**src/design/yrp_pkg.sv**
```systemverilog
// ----------------------------------------------------------------------------
// yrp_pkg
// Shared types, constants and helpers of the 4:2:2 to RGB pair converter.
// ----------------------------------------------------------------------------
`default_nettype none

package yrp_pkg;

   localparam int MAX_DIMENSION = 4096;
   localparam int CNT_W         = $clog2(MAX_DIMENSION);
   localparam int DIM_W         = CNT_W + 1;

   localparam int PIXEL_W = 16;
   localparam int BYTE_W  = 8;
   localparam int COLOR_W = 8;

   localparam int CSR_IDX_W = 2;
   localparam logic [CSR_IDX_W-1:0] REG_LINE_STRIDE   = 2'd0;
   localparam logic [CSR_IDX_W-1:0] REG_FRAME_ROWS    = 2'd1;
   localparam logic [CSR_IDX_W-1:0] REG_ACTIVE_WIDTH  = 2'd2;
   localparam logic [CSR_IDX_W-1:0] REG_ACTIVE_HEIGHT = 2'd3;

   localparam logic [DIM_W-1:0] RESET_LINE_STRIDE   = 13'd640;
   localparam logic [DIM_W-1:0] RESET_FRAME_ROWS    = 13'd480;
   localparam logic [DIM_W-1:0] RESET_ACTIVE_WIDTH  = 13'd640;
   localparam logic [DIM_W-1:0] RESET_ACTIVE_HEIGHT = 13'd480;

   localparam int QUEUE_DEPTH = 4;
   localparam int QUEUE_PTR_W = $clog2(QUEUE_DEPTH);
   localparam int QUEUE_CNT_W = QUEUE_PTR_W + 1;

   // q10 bt.601 coefficients
   localparam int FRAC_W = 10;
   localparam int COEF_W = 13;
   localparam logic signed [COEF_W-1:0] COEF_Y  = 13'sd1192;
   localparam logic signed [COEF_W-1:0] COEF_RV = 13'sd1634;
   localparam logic signed [COEF_W-1:0] COEF_GV = 13'sd833;
   localparam logic signed [COEF_W-1:0] COEF_GU = 13'sd400;
   localparam logic signed [COEF_W-1:0] COEF_BU = 13'sd2066;

   localparam logic signed [BYTE_W:0] LUMA_OFFSET   = 9'sd16;
   localparam logic signed [BYTE_W:0] CHROMA_OFFSET = 9'sd128;

   localparam int PROD_W = 21;
   localparam int SUM_W  = 22;

   typedef struct packed {
      logic [BYTE_W-1:0] luma_first;
      logic [BYTE_W-1:0] luma_second;
      logic [BYTE_W-1:0] blue_chroma;
      logic [BYTE_W-1:0] red_chroma;
      logic [CNT_W-1:0]  pair_row;
      logic [CNT_W-1:0]  pair_column;
      logic              last_pair;
   } yrp_pair_type;

   function automatic logic [DIM_W-1:0] clamp_dim(input logic [DIM_W-1:0] value,
                                                  input logic floor_one);
      logic [DIM_W-1:0] result;
      begin
         result = value;
         if (value > DIM_W'(MAX_DIMENSION)) begin
            result = DIM_W'(MAX_DIMENSION);
         end else if (floor_one && value == '0) begin
            result = DIM_W'(1);
         end
         return result;
      end
   endfunction

   function automatic logic [COLOR_W-1:0] sat_q10(input logic signed [SUM_W-1:0] sum);
      logic [COLOR_W-1:0] result;
      begin
         if (sum < 0) begin
            result = '0;
         end else if (|sum[SUM_W-2:FRAC_W+COLOR_W]) begin
            result = '1;
         end else begin
            result = sum[FRAC_W+COLOR_W-1:FRAC_W];
         end
         return result;
      end
   endfunction

endpackage

`default_nettype wire

```
**src/design/yrp_channels.sv**
```systemverilog
// ----------------------------------------------------------------------------
// yrp channels
// Valid/ready channels for packed words in and RGB pixel pairs out.
// ----------------------------------------------------------------------------
`default_nettype none

interface yrp_req_if;
   logic                         valid;
   logic                         ready;
   logic [yrp_pkg::PIXEL_W-1:0]  pixel_word;

   modport source (output valid, output pixel_word, input ready);
   modport sink   (input valid, input pixel_word, output ready);
endinterface

interface yrp_rsp_if;
   logic                         valid;
   logic                         ready;
   logic [yrp_pkg::COLOR_W-1:0]  red_first;
   logic [yrp_pkg::COLOR_W-1:0]  green_first;
   logic [yrp_pkg::COLOR_W-1:0]  blue_first;
   logic [yrp_pkg::COLOR_W-1:0]  red_second;
   logic [yrp_pkg::COLOR_W-1:0]  green_second;
   logic [yrp_pkg::COLOR_W-1:0]  blue_second;
   logic [yrp_pkg::CNT_W-1:0]    pair_row;
   logic [yrp_pkg::CNT_W-1:0]    pair_column;
   logic                         last_pair;

   modport source (output valid, output red_first, output green_first, output blue_first,
                   output red_second, output green_second, output blue_second,
                   output pair_row, output pair_column, output last_pair, input ready);
   modport sink   (input valid, input red_first, input green_first, input blue_first,
                   input red_second, input green_second, input blue_second,
                   input pair_row, input pair_column, input last_pair, output ready);
endinterface

`default_nettype wire

```
**src/design/ycbcr422_to_rgb_pairs_unit.sv**
```systemverilog
// ----------------------------------------------------------------------------
// ycbcr422_to_rgb_pairs_unit
// Packed 4:2:2 YCbCr raster stream to BT.601 RGB pixel pairs.
// ----------------------------------------------------------------------------
// Takes one packed word per cycle while the queue has room (luma in the low
// byte, Cb or Cr in the high byte) and returns one RGB pair for every odd
// active column, tagged with row, column and a last-of-frame flag. A pair
// reaches the response by this path: the tracking front writes a four-entry
// queue, then a product stage and a sum/saturate stage fill the response
// register. The front keeps taking requests while the queue has room, so a
// stalled response side holds back the request side only after six pairs
// are waiting: four in the queue and one in each conversion stage. Registers
// take effect on the next request; there is no clearing pass after reset.
// ----------------------------------------------------------------------------
`default_nettype none

module ycbcr422_to_rgb_pairs_unit (
   input  logic                          clock,
   input  logic                          reset,
   yrp_req_if.sink                       req_bus,
   yrp_rsp_if.source                     rsp_bus,
   input  logic                          csr_write_enable,
   input  logic [yrp_pkg::CSR_IDX_W-1:0] csr_index,
   input  logic [yrp_pkg::DIM_W-1:0]     csr_write_data
);

   logic                  push, pop, queue_full, head_valid;
   yrp_pkg::yrp_pair_type push_pair, head_pair;

   yrp_front u_front (
      .clock            (clock),
      .reset            (reset),
      .req_bus          (req_bus),
      .csr_write_enable (csr_write_enable),
      .csr_index        (csr_index),
      .csr_write_data   (csr_write_data),
      .queue_full       (queue_full),
      .push             (push),
      .pair             (push_pair)
   );

   yrp_queue u_queue (
      .clock      (clock),
      .reset      (reset),
      .push       (push),
      .push_pair  (push_pair),
      .pop        (pop),
      .full       (queue_full),
      .head_valid (head_valid),
      .head_pair  (head_pair)
   );

   yrp_back u_back (
      .clock      (clock),
      .reset      (reset),
      .head_valid (head_valid),
      .head_pair  (head_pair),
      .pop        (pop),
      .rsp_bus    (rsp_bus)
   );

endmodule

`default_nettype wire

```
**src/design/yrp_front.sv**
```systemverilog
// ----------------------------------------------------------------------------
// yrp_front
// Raster tracking: counts columns and rows, drops words outside the active
// area, holds even words and queues a pair for every odd word.
// ----------------------------------------------------------------------------
`default_nettype none

module yrp_front (
   input  logic                             clock,
   input  logic                             reset,
   yrp_req_if.sink                          req_bus,
   input  logic                             csr_write_enable,
   input  logic [yrp_pkg::CSR_IDX_W-1:0]    csr_index,
   input  logic [yrp_pkg::DIM_W-1:0]        csr_write_data,
   input  logic                             queue_full,
   output logic                             push,
   output yrp_pkg::yrp_pair_type            pair
);

   logic [yrp_pkg::DIM_W-1:0]  line_stride_ff, line_stride_in;
   logic [yrp_pkg::DIM_W-1:0]  frame_rows_ff, frame_rows_in;
   logic [yrp_pkg::DIM_W-1:0]  active_width_ff, active_width_in;
   logic [yrp_pkg::DIM_W-1:0]  active_height_ff, active_height_in;
   logic [yrp_pkg::CNT_W-1:0]  column_ff, column_in;
   logic [yrp_pkg::CNT_W-1:0]  row_ff, row_in;
   logic [yrp_pkg::BYTE_W-1:0] held_luma_ff, held_luma_in;
   logic [yrp_pkg::BYTE_W-1:0] held_blue_ff, held_blue_in;

   logic [yrp_pkg::DIM_W-1:0]  stride, rows, width_lim, height_lim, act_w, act_h;
   logic [yrp_pkg::DIM_W-1:0]  column_next, column_plus_two, row_next;
   logic [yrp_pkg::BYTE_W-1:0] luma, chroma;
   logic                       accept, in_area;

   assign req_bus.ready = !queue_full;
   assign accept        = req_bus.valid && req_bus.ready;
   assign luma          = req_bus.pixel_word[yrp_pkg::BYTE_W-1:0];
   assign chroma        = req_bus.pixel_word[yrp_pkg::PIXEL_W-1:yrp_pkg::BYTE_W];

   always_comb begin
      stride     = yrp_pkg::clamp_dim(line_stride_ff, 1'b1);
      rows       = yrp_pkg::clamp_dim(frame_rows_ff, 1'b1);
      act_w      = yrp_pkg::clamp_dim(active_width_ff, 1'b0);
      act_h      = yrp_pkg::clamp_dim(active_height_ff, 1'b0);
      width_lim  = (act_w < stride) ? act_w : stride;
      height_lim = (act_h < rows) ? act_h : rows;
   end

   assign column_next     = {1'b0, column_ff} + yrp_pkg::DIM_W'(1);
   assign column_plus_two = {1'b0, column_ff} + yrp_pkg::DIM_W'(2);
   assign row_next        = {1'b0, row_ff} + yrp_pkg::DIM_W'(1);
   assign in_area = ({1'b0, row_ff} < height_lim) && ({1'b0, column_ff} < width_lim);

   always_comb begin
      line_stride_in   = line_stride_ff;
      frame_rows_in    = frame_rows_ff;
      active_width_in  = active_width_ff;
      active_height_in = active_height_ff;
      if (csr_write_enable) begin
         case (csr_index)
            yrp_pkg::REG_LINE_STRIDE:   line_stride_in   = csr_write_data;
            yrp_pkg::REG_FRAME_ROWS:    frame_rows_in    = csr_write_data;
            yrp_pkg::REG_ACTIVE_WIDTH:  active_width_in  = csr_write_data;
            yrp_pkg::REG_ACTIVE_HEIGHT: active_height_in = csr_write_data;
            default: ;
         endcase
      end
   end

   always_comb begin
      column_in    = column_ff;
      row_in       = row_ff;
      held_luma_in = held_luma_ff;
      held_blue_in = held_blue_ff;
      if (accept) begin
         if (in_area && !column_ff[0]) begin
            held_luma_in = luma;
            held_blue_in = chroma;
         end
         if (column_next >= stride) begin
            column_in = '0;
            row_in    = (row_next >= rows) ? '0 : row_next[yrp_pkg::CNT_W-1:0];
         end else begin
            column_in = column_next[yrp_pkg::CNT_W-1:0];
         end
      end
   end

   always_comb begin
      push             = accept && in_area && column_ff[0];
      pair.luma_first  = held_luma_ff;
      pair.luma_second = luma;
      pair.blue_chroma = held_blue_ff;
      pair.red_chroma  = chroma;
      pair.pair_row    = row_ff;
      pair.pair_column = column_ff - yrp_pkg::CNT_W'(1);
      pair.last_pair   = (column_plus_two >= width_lim) && (row_next >= height_lim);
   end

   always_ff @(posedge clock) begin
      if (reset) begin
         line_stride_ff   <= yrp_pkg::RESET_LINE_STRIDE;
         frame_rows_ff    <= yrp_pkg::RESET_FRAME_ROWS;
         active_width_ff  <= yrp_pkg::RESET_ACTIVE_WIDTH;
         active_height_ff <= yrp_pkg::RESET_ACTIVE_HEIGHT;
         column_ff        <= '0;
         row_ff           <= '0;
         held_luma_ff     <= '0;
         held_blue_ff     <= '0;
      end else begin
         line_stride_ff   <= line_stride_in;
         frame_rows_ff    <= frame_rows_in;
         active_width_ff  <= active_width_in;
         active_height_ff <= active_height_in;
         column_ff        <= column_in;
         row_ff           <= row_in;
         held_luma_ff     <= held_luma_in;
         held_blue_ff     <= held_blue_in;
      end
   end

endmodule

`default_nettype wire

```
**src/design/yrp_queue.sv**
```systemverilog
// ----------------------------------------------------------------------------
// yrp_queue
// Short first-in first-out buffer of pixel pairs between tracking and
// color conversion.
// ----------------------------------------------------------------------------
`default_nettype none

module yrp_queue (
   input  logic                  clock,
   input  logic                  reset,
   input  logic                  push,
   input  yrp_pkg::yrp_pair_type push_pair,
   input  logic                  pop,
   output logic                  full,
   output logic                  head_valid,
   output yrp_pkg::yrp_pair_type head_pair
);

   yrp_pkg::yrp_pair_type            entry_ff [yrp_pkg::QUEUE_DEPTH];
   logic [yrp_pkg::QUEUE_PTR_W-1:0]  wr_ptr_ff, wr_ptr_in;
   logic [yrp_pkg::QUEUE_PTR_W-1:0]  rd_ptr_ff, rd_ptr_in;
   logic [yrp_pkg::QUEUE_CNT_W-1:0]  count_ff, count_in;
   logic                             do_pop;

   assign full       = (count_ff == yrp_pkg::QUEUE_CNT_W'(yrp_pkg::QUEUE_DEPTH));
   assign head_valid = (count_ff != '0);
   assign head_pair  = entry_ff[rd_ptr_ff];
   assign do_pop     = pop && head_valid;

   always_comb begin
      wr_ptr_in = push ? wr_ptr_ff + yrp_pkg::QUEUE_PTR_W'(1) : wr_ptr_ff;
      rd_ptr_in = do_pop ? rd_ptr_ff + yrp_pkg::QUEUE_PTR_W'(1) : rd_ptr_ff;
      count_in  = count_ff;
      if (push && !do_pop) begin
         count_in = count_ff + yrp_pkg::QUEUE_CNT_W'(1);
      end else if (do_pop && !push) begin
         count_in = count_ff - yrp_pkg::QUEUE_CNT_W'(1);
      end
   end

   always_ff @(posedge clock) begin
      if (push) begin
         entry_ff[wr_ptr_ff] <= push_pair;
      end
   end

   always_ff @(posedge clock) begin
      if (reset) begin
         wr_ptr_ff <= '0;
         rd_ptr_ff <= '0;
         count_ff  <= '0;
      end else begin
         wr_ptr_ff <= wr_ptr_in;
         rd_ptr_ff <= rd_ptr_in;
         count_ff  <= count_in;
      end
   end

endmodule

`default_nettype wire

```
**src/design/yrp_back.sv**
```systemverilog
// ----------------------------------------------------------------------------
// yrp_back
// Two-stage color conversion: q10 coefficient products, then sums with
// saturation into the response register.
// ----------------------------------------------------------------------------
`default_nettype none

module yrp_back (
   input  logic                  clock,
   input  logic                  reset,
   input  logic                  head_valid,
   input  yrp_pkg::yrp_pair_type head_pair,
   output logic                  pop,
   yrp_rsp_if.source             rsp_bus
);

   localparam int PW = yrp_pkg::PROD_W;
   localparam int SW = yrp_pkg::SUM_W;

   logic                      advance;

   logic signed [yrp_pkg::BYTE_W:0] y1_off, y2_off, u_off, v_off;
   logic signed [PW-1:0]            y1_ext, y2_ext, u_ext, v_ext;
   logic signed [PW-1:0]            coef_y, coef_rv, coef_gv, coef_gu, coef_bu;

   logic                      s1_valid_ff, s1_valid_in;
   logic signed [PW-1:0]      yy1_ff, yy2_ff, rv_ff, gv_ff, gu_ff, bu_ff;
   logic [yrp_pkg::CNT_W-1:0] s1_row_ff, s1_column_ff;
   logic                      s1_last_ff;

   logic signed [SW-1:0]      yy1_s, yy2_s, rv_s, gv_s, gu_s, bu_s;
   logic signed [SW-1:0]      r1_sum, g1_sum, b1_sum, r2_sum, g2_sum, b2_sum;

   logic                         out_valid_ff, out_valid_in;
   logic [yrp_pkg::COLOR_W-1:0]  red1_ff, green1_ff, blue1_ff;
   logic [yrp_pkg::COLOR_W-1:0]  red2_ff, green2_ff, blue2_ff;
   logic [yrp_pkg::CNT_W-1:0]    row_ff, column_ff;
   logic                         last_ff;

   assign advance = !out_valid_ff || rsp_bus.ready;
   assign pop     = advance && head_valid;

   always_comb begin
      y1_off  = $signed({1'b0, head_pair.luma_first}) - yrp_pkg::LUMA_OFFSET;
      y2_off  = $signed({1'b0, head_pair.luma_second}) - yrp_pkg::LUMA_OFFSET;
      u_off   = $signed({1'b0, head_pair.blue_chroma}) - yrp_pkg::CHROMA_OFFSET;
      v_off   = $signed({1'b0, head_pair.red_chroma}) - yrp_pkg::CHROMA_OFFSET;
      y1_ext  = PW'(y1_off);
      y2_ext  = PW'(y2_off);
      u_ext   = PW'(u_off);
      v_ext   = PW'(v_off);
      coef_y  = PW'(yrp_pkg::COEF_Y);
      coef_rv = PW'(yrp_pkg::COEF_RV);
      coef_gv = PW'(yrp_pkg::COEF_GV);
      coef_gu = PW'(yrp_pkg::COEF_GU);
      coef_bu = PW'(yrp_pkg::COEF_BU);
   end

   assign s1_valid_in  = advance ? head_valid : s1_valid_ff;
   assign out_valid_in = advance ? s1_valid_ff : out_valid_ff;

   // stage 1: products
   always_ff @(posedge clock) begin
      if (advance) begin
         yy1_ff       <= coef_y * y1_ext;
         yy2_ff       <= coef_y * y2_ext;
         rv_ff        <= coef_rv * v_ext;
         gv_ff        <= coef_gv * v_ext;
         gu_ff        <= coef_gu * u_ext;
         bu_ff        <= coef_bu * u_ext;
         s1_row_ff    <= head_pair.pair_row;
         s1_column_ff <= head_pair.pair_column;
         s1_last_ff   <= head_pair.last_pair;
      end
   end

   always_comb begin
      yy1_s  = SW'(yy1_ff);
      yy2_s  = SW'(yy2_ff);
      rv_s   = SW'(rv_ff);
      gv_s   = SW'(gv_ff);
      gu_s   = SW'(gu_ff);
      bu_s   = SW'(bu_ff);
      r1_sum = yy1_s + rv_s;
      g1_sum = yy1_s - gv_s - gu_s;
      b1_sum = yy1_s + bu_s;
      r2_sum = yy2_s + rv_s;
      g2_sum = yy2_s - gv_s - gu_s;
      b2_sum = yy2_s + bu_s;
   end

   // stage 2: sums and saturation
   always_ff @(posedge clock) begin
      if (advance) begin
         red1_ff   <= yrp_pkg::sat_q10(r1_sum);
         green1_ff <= yrp_pkg::sat_q10(g1_sum);
         blue1_ff  <= yrp_pkg::sat_q10(b1_sum);
         red2_ff   <= yrp_pkg::sat_q10(r2_sum);
         green2_ff <= yrp_pkg::sat_q10(g2_sum);
         blue2_ff  <= yrp_pkg::sat_q10(b2_sum);
         row_ff    <= s1_row_ff;
         column_ff <= s1_column_ff;
         last_ff   <= s1_last_ff;
      end
   end

   always_ff @(posedge clock) begin
      if (reset) begin
         s1_valid_ff  <= 1'b0;
         out_valid_ff <= 1'b0;
      end else begin
         s1_valid_ff  <= s1_valid_in;
         out_valid_ff <= out_valid_in;
      end
   end

   assign rsp_bus.valid        = out_valid_ff;
   assign rsp_bus.red_first    = red1_ff;
   assign rsp_bus.green_first  = green1_ff;
   assign rsp_bus.blue_first   = blue1_ff;
   assign rsp_bus.red_second   = red2_ff;
   assign rsp_bus.green_second = green2_ff;
   assign rsp_bus.blue_second  = blue2_ff;
   assign rsp_bus.pair_row     = row_ff;
   assign rsp_bus.pair_column  = column_ff;
   assign rsp_bus.last_pair    = last_ff;

endmodule

`default_nettype wire

```
**src/flat_wrapper.sv**
```systemverilog
// flat-port wrapper written by rule: the top's interface ports become plain ports
module ycbcr422_to_rgb_pairs_unit_flat 
  (clock, reset, csr_write_enable, csr_index, csr_write_data, req_bus_valid, req_bus_pixel_word, req_bus_ready, rsp_bus_valid, rsp_bus_red_first, rsp_bus_green_first, rsp_bus_blue_first, rsp_bus_red_second, rsp_bus_green_second, rsp_bus_blue_second, rsp_bus_pair_row, rsp_bus_pair_column, rsp_bus_last_pair, rsp_bus_ready);
  yrp_req_if req_bus_i ();
  yrp_rsp_if rsp_bus_i ();
  input  logic clock;
  input  logic reset;
  input  logic csr_write_enable;
  input  logic [yrp_pkg::CSR_IDX_W-1:0] csr_index;
  input  logic [yrp_pkg::DIM_W-1:0] csr_write_data;
  input wire logic [$bits(req_bus_i.valid)-1:0] req_bus_valid;
  input wire logic [$bits(req_bus_i.pixel_word)-1:0] req_bus_pixel_word;
  output wire logic [$bits(req_bus_i.ready)-1:0] req_bus_ready;
  output wire logic [$bits(rsp_bus_i.valid)-1:0] rsp_bus_valid;
  output wire logic [$bits(rsp_bus_i.red_first)-1:0] rsp_bus_red_first;
  output wire logic [$bits(rsp_bus_i.green_first)-1:0] rsp_bus_green_first;
  output wire logic [$bits(rsp_bus_i.blue_first)-1:0] rsp_bus_blue_first;
  output wire logic [$bits(rsp_bus_i.red_second)-1:0] rsp_bus_red_second;
  output wire logic [$bits(rsp_bus_i.green_second)-1:0] rsp_bus_green_second;
  output wire logic [$bits(rsp_bus_i.blue_second)-1:0] rsp_bus_blue_second;
  output wire logic [$bits(rsp_bus_i.pair_row)-1:0] rsp_bus_pair_row;
  output wire logic [$bits(rsp_bus_i.pair_column)-1:0] rsp_bus_pair_column;
  output wire logic [$bits(rsp_bus_i.last_pair)-1:0] rsp_bus_last_pair;
  input wire logic [$bits(rsp_bus_i.ready)-1:0] rsp_bus_ready;
  assign req_bus_i.valid = req_bus_valid;
  assign req_bus_i.pixel_word = req_bus_pixel_word;
  assign req_bus_ready = req_bus_i.ready;
  assign rsp_bus_valid = rsp_bus_i.valid;
  assign rsp_bus_red_first = rsp_bus_i.red_first;
  assign rsp_bus_green_first = rsp_bus_i.green_first;
  assign rsp_bus_blue_first = rsp_bus_i.blue_first;
  assign rsp_bus_red_second = rsp_bus_i.red_second;
  assign rsp_bus_green_second = rsp_bus_i.green_second;
  assign rsp_bus_blue_second = rsp_bus_i.blue_second;
  assign rsp_bus_pair_row = rsp_bus_i.pair_row;
  assign rsp_bus_pair_column = rsp_bus_i.pair_column;
  assign rsp_bus_last_pair = rsp_bus_i.last_pair;
  assign rsp_bus_i.ready = rsp_bus_ready;
  ycbcr422_to_rgb_pairs_unit u_core (.clock(clock), .reset(reset), .req_bus(req_bus_i), .rsp_bus(rsp_bus_i), .csr_write_enable(csr_write_enable), .csr_index(csr_index), .csr_write_data(csr_write_data));
endmodule
```
**config.mk**
```make
export PLATFORM = sky130hd
export DESIGN_NAME = ycbcr422_to_rgb_pairs_unit_flat
export DESIGN_NICKNAME = d
export VERILOG_FILES = /design/src/design/yrp_pkg.sv /design/src/design/yrp_channels.sv /design/src/design/ycbcr422_to_rgb_pairs_unit.sv /design/src/design/yrp_front.sv /design/src/design/yrp_queue.sv /design/src/design/yrp_back.sv /design/src/flat_wrapper.sv
export SDC_FILE = /design/constraint.sdc
export NUM_CORES = 1
export LEC_CHECK = 0
export ABC_AREA = 0
export BUFFER_PORTS_ARGS = -buffer_cell sky130_fd_sc_hd__buf_4
export CAP_MARGIN = 20
export CORE_ASPECT_RATIO = 0.5
export CORE_UTILIZATION = 40
export DETAILED_ROUTE_END_ITERATION = 16
export HOLD_SLACK_MARGIN = 0.08
export REMOVE_ABC_BUFFERS = 1
export SKIP_LAST_GASP = 1
export SLEW_MARGIN = 25
export SYNTH_ARGS = -nofsm -noshare
export SYNTH_HDL_FRONTEND = slang
export SYNTH_SLANG_ARGS = --single-unit
```
**constraint.sdc**
```tcl
create_clock -name clock -period 9.4 [get_ports clock]
set_clock_uncertainty 0.15 [all_clocks]
set_input_delay 0.94 -clock clock [delete_from_list [all_inputs] [get_ports clock]]
set_output_delay 0.94 -clock clock [all_outputs]
set_load 0.005 [all_outputs]
```
==> results of run 1 <==
==> stage by stage <==
step	std cells	worst slack (ns)
floorplan	2693	1.57
global placement	3918	2.73
detailed placement	3918	2.68
CTS	4014	2.63
global route	4015	2.27
finish	4015	2.73
==> logic make-up after synthesis <==
group | synth area share (%)
and+or+nand+nor | 8.90
adders and majority gates | 23.5
xor gates and xnor gates | 4.09
muxes | 4.67
AOI/OAI and AO/OA | 10.1
buffers and inverters | 3.49
DFF | 45.3
==> cell usage after synthesis (8+ instances only) <==
cell type / instances
mux2i_1: 21
nand4_1: 22
or2_2: 11
and2_1: 11
a21oi_1: 204
dfxtp_1: 103
nor2_1: 125
nor2b_1: 66
nand2b_1: 15
xor2_1: 69
clkbuf_1: 47
nor3_1: 27
edfxtp_1: 429
fa_1: 89
and3_1: 23
mux4_2: 57
o21a_1: 35
a21o_1: 63
a211oi_1: 10
o21ai_0: 62
nand2_1: 201
o21bai_1: 20
nand3b_1: 23
ha_1: 478
a31oi_1: 40
nor4_1: 11
inv_1: 239
nand3_1: 34
xnor2_1: 85
o211ai_1: 8
o31ai_1: 10
==> worst max-delay path: stages (launching register included) <==
cell and delay [ns]:
dfxtp_2 0.90, buf_4 0.52, mux4_2 0.38, inv_1 0.14
ha_1 0.24, inv_1 0.12, ha_1 0.27, ha_1 0.29
inv_1 0.05, fa_1 0.48, fa_1 0.54, inv_1 0.04
ha_1 0.33, ha_1 0.31, a21o_1 0.18, a21oi_1 0.24
nor2b_1 0.09, o21a_1 0.19, o311a_1 0.30, o21a_1 0.18
o21ai_0 0.19, nor2b_1 0.19, xnor2_1 0.07
==> routing by layer <==
layer  up-vias  GRT usage [%]  part of all wire [%]
met1     10000           24.1                    49
met4         0           4.87                   2.4
met2       351           28.3                    45
met3        89           2.27                   3.6
li1      10300              -                     -
met5         -              0                     0
==> placed cells by master (no fill, tap or decap), types with 27 or more instances in the layout <==
| master | count |
|---|---|
| buf_4 | 123 |
| a21o_1 | 63 |
| nand2_1 | 201 |
| nor2_1 | 125 |
| dfxtp_1 | 101 |
| fa_1 | 89 |
| a21oi_1 | 204 |
| inv_1 | 239 |
| ha_1 | 478 |
| edfxtp_1 | 429 |
| clkbuf_16 | 52 |
| nor3_1 | 27 |
| mux4_2 | 57 |
| a31oi_1 | 40 |
| o21ai_0 | 62 |
| nor2b_1 | 66 |
| xnor2_1 | 85 |
| o21a_1 | 35 |
| xor2_1 | 69 |
| nand3_1 | 34 |
==> state kept, by name (all words and copies together) (netlist names), 13 cells and up, named ones only <==
register,count
u_core.u_back.bu_ff,20
u_core.u_back.gv_ff,20
u_core.u_back.rv_ff,16
u_core.u_back.yy1_ff,18
u_core.u_back.yy2_ff,18
u_core.u_front.active_height_ff,13
u_core.u_front.active_width_ff,13
u_core.u_front.frame_rows_ff,13
u_core.u_front.line_stride_ff,13
u_core.u_queue.entry_ff,228
==> path summary, 6_finish.rpt <==
| path | from | to | slack, ns | cells after the start |
|---|---|---|---|---|
| worst min register to register | u_core.u_back.s1_row_ff[6] | u_core.u_back.rsp_bus.pair_row[6] | 0.27 | 0 |
| worst min-delay path | u_core.u_back.s1_row_ff[6] | u_core.u_back.rsp_bus.pair_row[6] | 0.27 | 0 |
| worst max-delay path | register | u_core.u_back.yy1_ff[18] | 2.73 | 22 |
| worst max register to register | register | u_core.u_back.yy1_ff[18] | 2.73 | 22 |
==> cell type report <==
type	count	share of cell area, %
Inverter	239	2.45
Multi-Input combinational cell	1922	45.9
Timing Repair Buffer	124	2.58
Clock buffer	65	3.68
Tap cell	1102	3.74
Clock inverter	31	1.19
Sequential cell	532	40.5
==> results.json, run 1 <==
{
  "async_reset_ff_share_pct": 0,
  "cts_tree": "built",
  "wirelength_um": 72500,
  "setup_violations": 0,
  "setup-tns-final_ns": 0,
  "avgSynthCellArea_sq_um": 12.0,
  "slew_viol_final": 0,
  "drive_above_1_share_pct": 10.3,
  "hold_class": "register to register",
  "cts_resized": 0,
  "start_util_pct": 40.4,
  "cts_hold_buf": 0,
  "grt_pass1_wl_um": 113000,
  "worstMarginPinSlew_ns": 0.986,
  "hpwl_um": 55100,
  "synth_edf_count": 429,
  "clk_latency_ns": 0.62,
  "rows": 74,
  "grt_pass1_vias": 20300,
  "postSynth.topFlopCell": "edfxtp_1",
  "die_h_um": 205,
  "area_growth_pct": 11.8,
  "required_ns": 9.62,
  "dr_total_vias": 20800,
  "cts_htree_levels": 2,
  "synthTopCellsByArea": "edfxtp_1 39%, ha_1 18%, dfxtp_1 6.2%",
  "hold_ws_ns": 0.268,
  "yosys_warnings": 0,
  "clkSinkCount": 532,
  "postPlaceCellArea_sq_um": 35100,
  "status": "finished, final reports clean",
  "nets": 3473,
  "firstDrtPassIters": 6,
  "netlist_instances": 2754,
  "dr.first_iter.drc_count": 1316,
  "fmax_mhz": 150,
  "drv_cap": 0,
  "io_buffer_count": 110,
  "syn-cell-area_sq_um": 33000,
  "seq_area_sq_um": 14900,
  "relSlewSlack_pct": 33.7,
  "grt_max_degree": 80,
  "numCtsBuffers": 51,
  "gp_congestion": 0.862,
  "period_share_pct": 70.9,
  "fillers": 7486,
  "wire_per_inst_um": 18.1,
  "die_w_um": 408,
  "fin_util_pct": 45.2,
  "multiInputGateArea_sq_um": 16900,
  "worstSetupStartpointType": "register",
  "rsz0062_at_grt": "false",
  "grtUsageTotal_pct": 17.3,
  "ys_ff_latch": 532,
  "ys_types": 78,
  "worstSetupEndpointType": "register",
  "diodes": 0,
  "ant_nets": 0,
  "criticalPathCategory": "register to register",
  "overflow": 0,
  "clk_pin_slew_worst_paths_ns": 0.07,
  "clockBufferDepth": 3,
  "drc": 0,
  "synth.largest_area_cell": "edfxtp_1",
  "ioPinCount": 111,
  "synth_top_area_share_pct": 39.0,
  "cts-root-buf": "clkbuf_16",
  "die_area_sq_um": 83800,
  "vias_per_cell": 5.18,
  "post_cts_buffers": 0,
  "hold_viol_final": 0,
  "stdcell_area_sq_um": 36900,
  "ys_seq_area_share_pct": 45.3,
  "antenna_found_initial": 0,
  "crit_fanout": 29,
  "min_period_ns": 6.67,
  "design.core.area_sq_um": 81700,
  "worstPathArrival_ns": 6.88
}
Power of run 1 is not shown: default switching activity piles up to over one toggle a cycle in this logic, so the estimate is an artifact.
==> run 2: changes to the inputs <==
==> constraint.sdc (replaced) <==
create_clock -name clock -period 6.9 [get_ports clock]
set_clock_uncertainty 0.15 [all_clocks]
set_input_delay 0.69 -clock clock [delete_from_list [all_inputs] [get_ports clock]]
set_output_delay 0.69 -clock clock [all_outputs]
set_load 0.005 [all_outputs]
==> results.json, run 2 (synthesis results as in run 1) <==
{
  "cts-root-buf": "clkbuf_16",
  "stdcell_area_sq_um": 36800,
  "gp_congestion": 0.874,
  "die_area_sq_um": 83800,
  "relSlewSlack_pct": 44.5,
  "worstSetupStartpointType": "register",
  "cts_tree": "built",
  "layout.cells.non_filler": 4017,
  "clk_latency_ns": 0.63,
  "r2r-end": "u_core.u_queue.count_ff[2]",
  "die_h_um": 205,
  "die_w_um": 408,
  "drive_above_1_share_pct": 10.5,
  "cts_htree_levels": 2,
  "clk_pin_slew_worst_paths_ns": 0.08,
  "holdPathStages": 1,
  "slew_viol_final": 0,
  "worstSetupEndpointType": "register",
  "setup_violations": 0,
  "post_cts_buffers": 0,
  "fmax_mhz": 161,
  "dr.first_iter.drc_count": 1286,
  "start_util_pct": 40.4,
  "drv_cap": 0,
  "diodes": 0,
  "hp-start": "req_bus_pixel_word[15]",
  "drc": 0,
  "clkSinkCount": 532,
  "regToRegSetupSlack_ns": 0.67,
  "period_share_pct": 90.3,
  "multiInputGateArea_sq_um": 16900,
  "crit_fanout": 25,
  "top_regs": "u_core.u_queue.entry_ff (228), u_core.u_back.bu_ff (20), u_core.u_back.gv_ff (20)",
  "dr_total_vias": 20900,
  "firstDrtPassIters": 6,
  "nets": 3477,
  "postPlaceCellArea_sq_um": 35200,
  "seq_area_sq_um": 14900,
  "min_period_ns": 6.23,
  "grtUsageTotal_pct": 17.4,
  "hold_class": "input pin to register",
  "numCtsBuffers": 50,
  "overflow": 0,
  "hold_ws_ns": 0.134,
  "cts_resized": 0,
  "reg2reg_depth": 20,
  "ant_nets": 0,
  "fillers": 7460,
  "place_inst": 3924,
  "layout_common_cells": "478 x ha_1, 429 x edfxtp_1, 238 x inv_1",
  "design.core.area_sq_um": 81700,
  "grt_pass1_wl_um": 114000,
  "grt_pass1_vias": 20600,
  "vias_per_cell": 5.19,
  "antenna_found_initial": 1,
  "hold_end": "u_core.u_queue.entry_ff[1][32]",
  "top_register": "u_core.u_queue.entry_ff",
  "required_ns": 7.29,
  "area_growth_pct": 11.6,
  "status": "finished, final reports clean",
  "layout_commonest_cell": "ha_1",
  "io_buffer_count": 110,
  "cts_hold_buf": 0,
  "rows": 74,
  "grt_max_degree": 96,
  "setup-tns-final_ns": 0,
  "worstMarginPinSlew_ns": 0.830,
  "wirelength_um": 72700,
  "wire_per_inst_um": 18.1,
  "hold_viol_final": 0,
  "rsz0062_at_grt": "false",
  "worstPathArrival_ns": 6.62,
  "clockBufferDepth": 3,
  "ioPinCount": 111,
  "largest_reg_flops": 228,
  "criticalPathCategory": "register to register",
  "rr_startpoint": "u_core.u_front.line_stride_ff[12]",
  "hpwl_um": 55000
}
==> run 2: changes by cell type in the layout (fill, tap and decap cells not counted), moves of 4 or more <==
cell and delta:
clkinv_2 +7, bufinv_16 -5, buf_12 +5, clkbuf_8 +4, clkbuf_1 -7
==> run 2: area by class of cell <==
type                       count  area share [%]
inverter                     239            2.45
tap                         1102            3.74
clock inverter                32           0.812
clock buffer                  61            3.70
sequential                   532            40.6
multi-input combinational   1922            45.9
timing repair buffer         129            2.80
==> run 2: worst max-delay path: stages (launching register included) <==
cell and delay (ns):
dfxtp_1 0.34, inv_1 0.56, nand2_1 0.18, ha_1 0.33, a21o_1 0.16, a211o_1 0.30
o21ai_0 0.30, a21oi_1 0.10, or2_2 0.45, a31oi_1 0.30, ha_1 0.30, a2111o_1 0.44
o31ai_1 0.27, a21oi_1 0.15, a211oi_2 0.49, ha_1 0.28, inv_1 0.06, fa_1 0.37
xor2_1 0.17, or3_1 0.30, a21oi_1 0.14
==> run 2: per-stage QoR <==
| stage | utilization (%) | setup WS, ns |
|---|---|---|
| floorplan | - | -0.930 |
| detailed placement | 43.1 | 0.729 |
| global placement | 43.1 | 0.791 |
| CTS | 45.1 | 0.681 |
| finish | 45.1 | 0.672 |
| global route | 45.1 | 0.0701 |
==> run 2: how the worst max path moves through the flow <==
stage / start / to / slack [ns] / cells after the start
6_report: u_core.u_front.line_stride_ff[12] / u_core.u_queue.count_ff[2] / 0.67 / 20
3_3_place_gp: u_core.u_front.frame_rows_ff[12] / u_core.u_queue.count_ff[2] / 0.79 / 24
2_1_floorplan: register / u_core.u_back.yy2_ff[20] / -0.93 / 19
4_1_cts: u_core.u_front.frame_rows_ff[12] / u_core.u_queue.count_ff[2] / 0.68 / 24
3_5_place_dp: u_core.u_front.frame_rows_ff[12] / u_core.u_queue.count_ff[2] / 0.73 / 24
5_1_grt: u_core.u_front.line_stride_ff[12] / u_core.u_queue.count_ff[2] / 0.07 / 23
==> run 2: metal layers <==
metal / GRT usage (%) / up-vias / part of all wire (%)
li1: - / 10300 / -
met1: 24.2 / 10100 / 49
met2: 28.5 / 334 / 46
met3: 2.56 / 98 / 3.5
met4: 4.21 / 2 / 2.1
met5: 0 / - / 0.018
Power of run 2 is left out for the same reason.
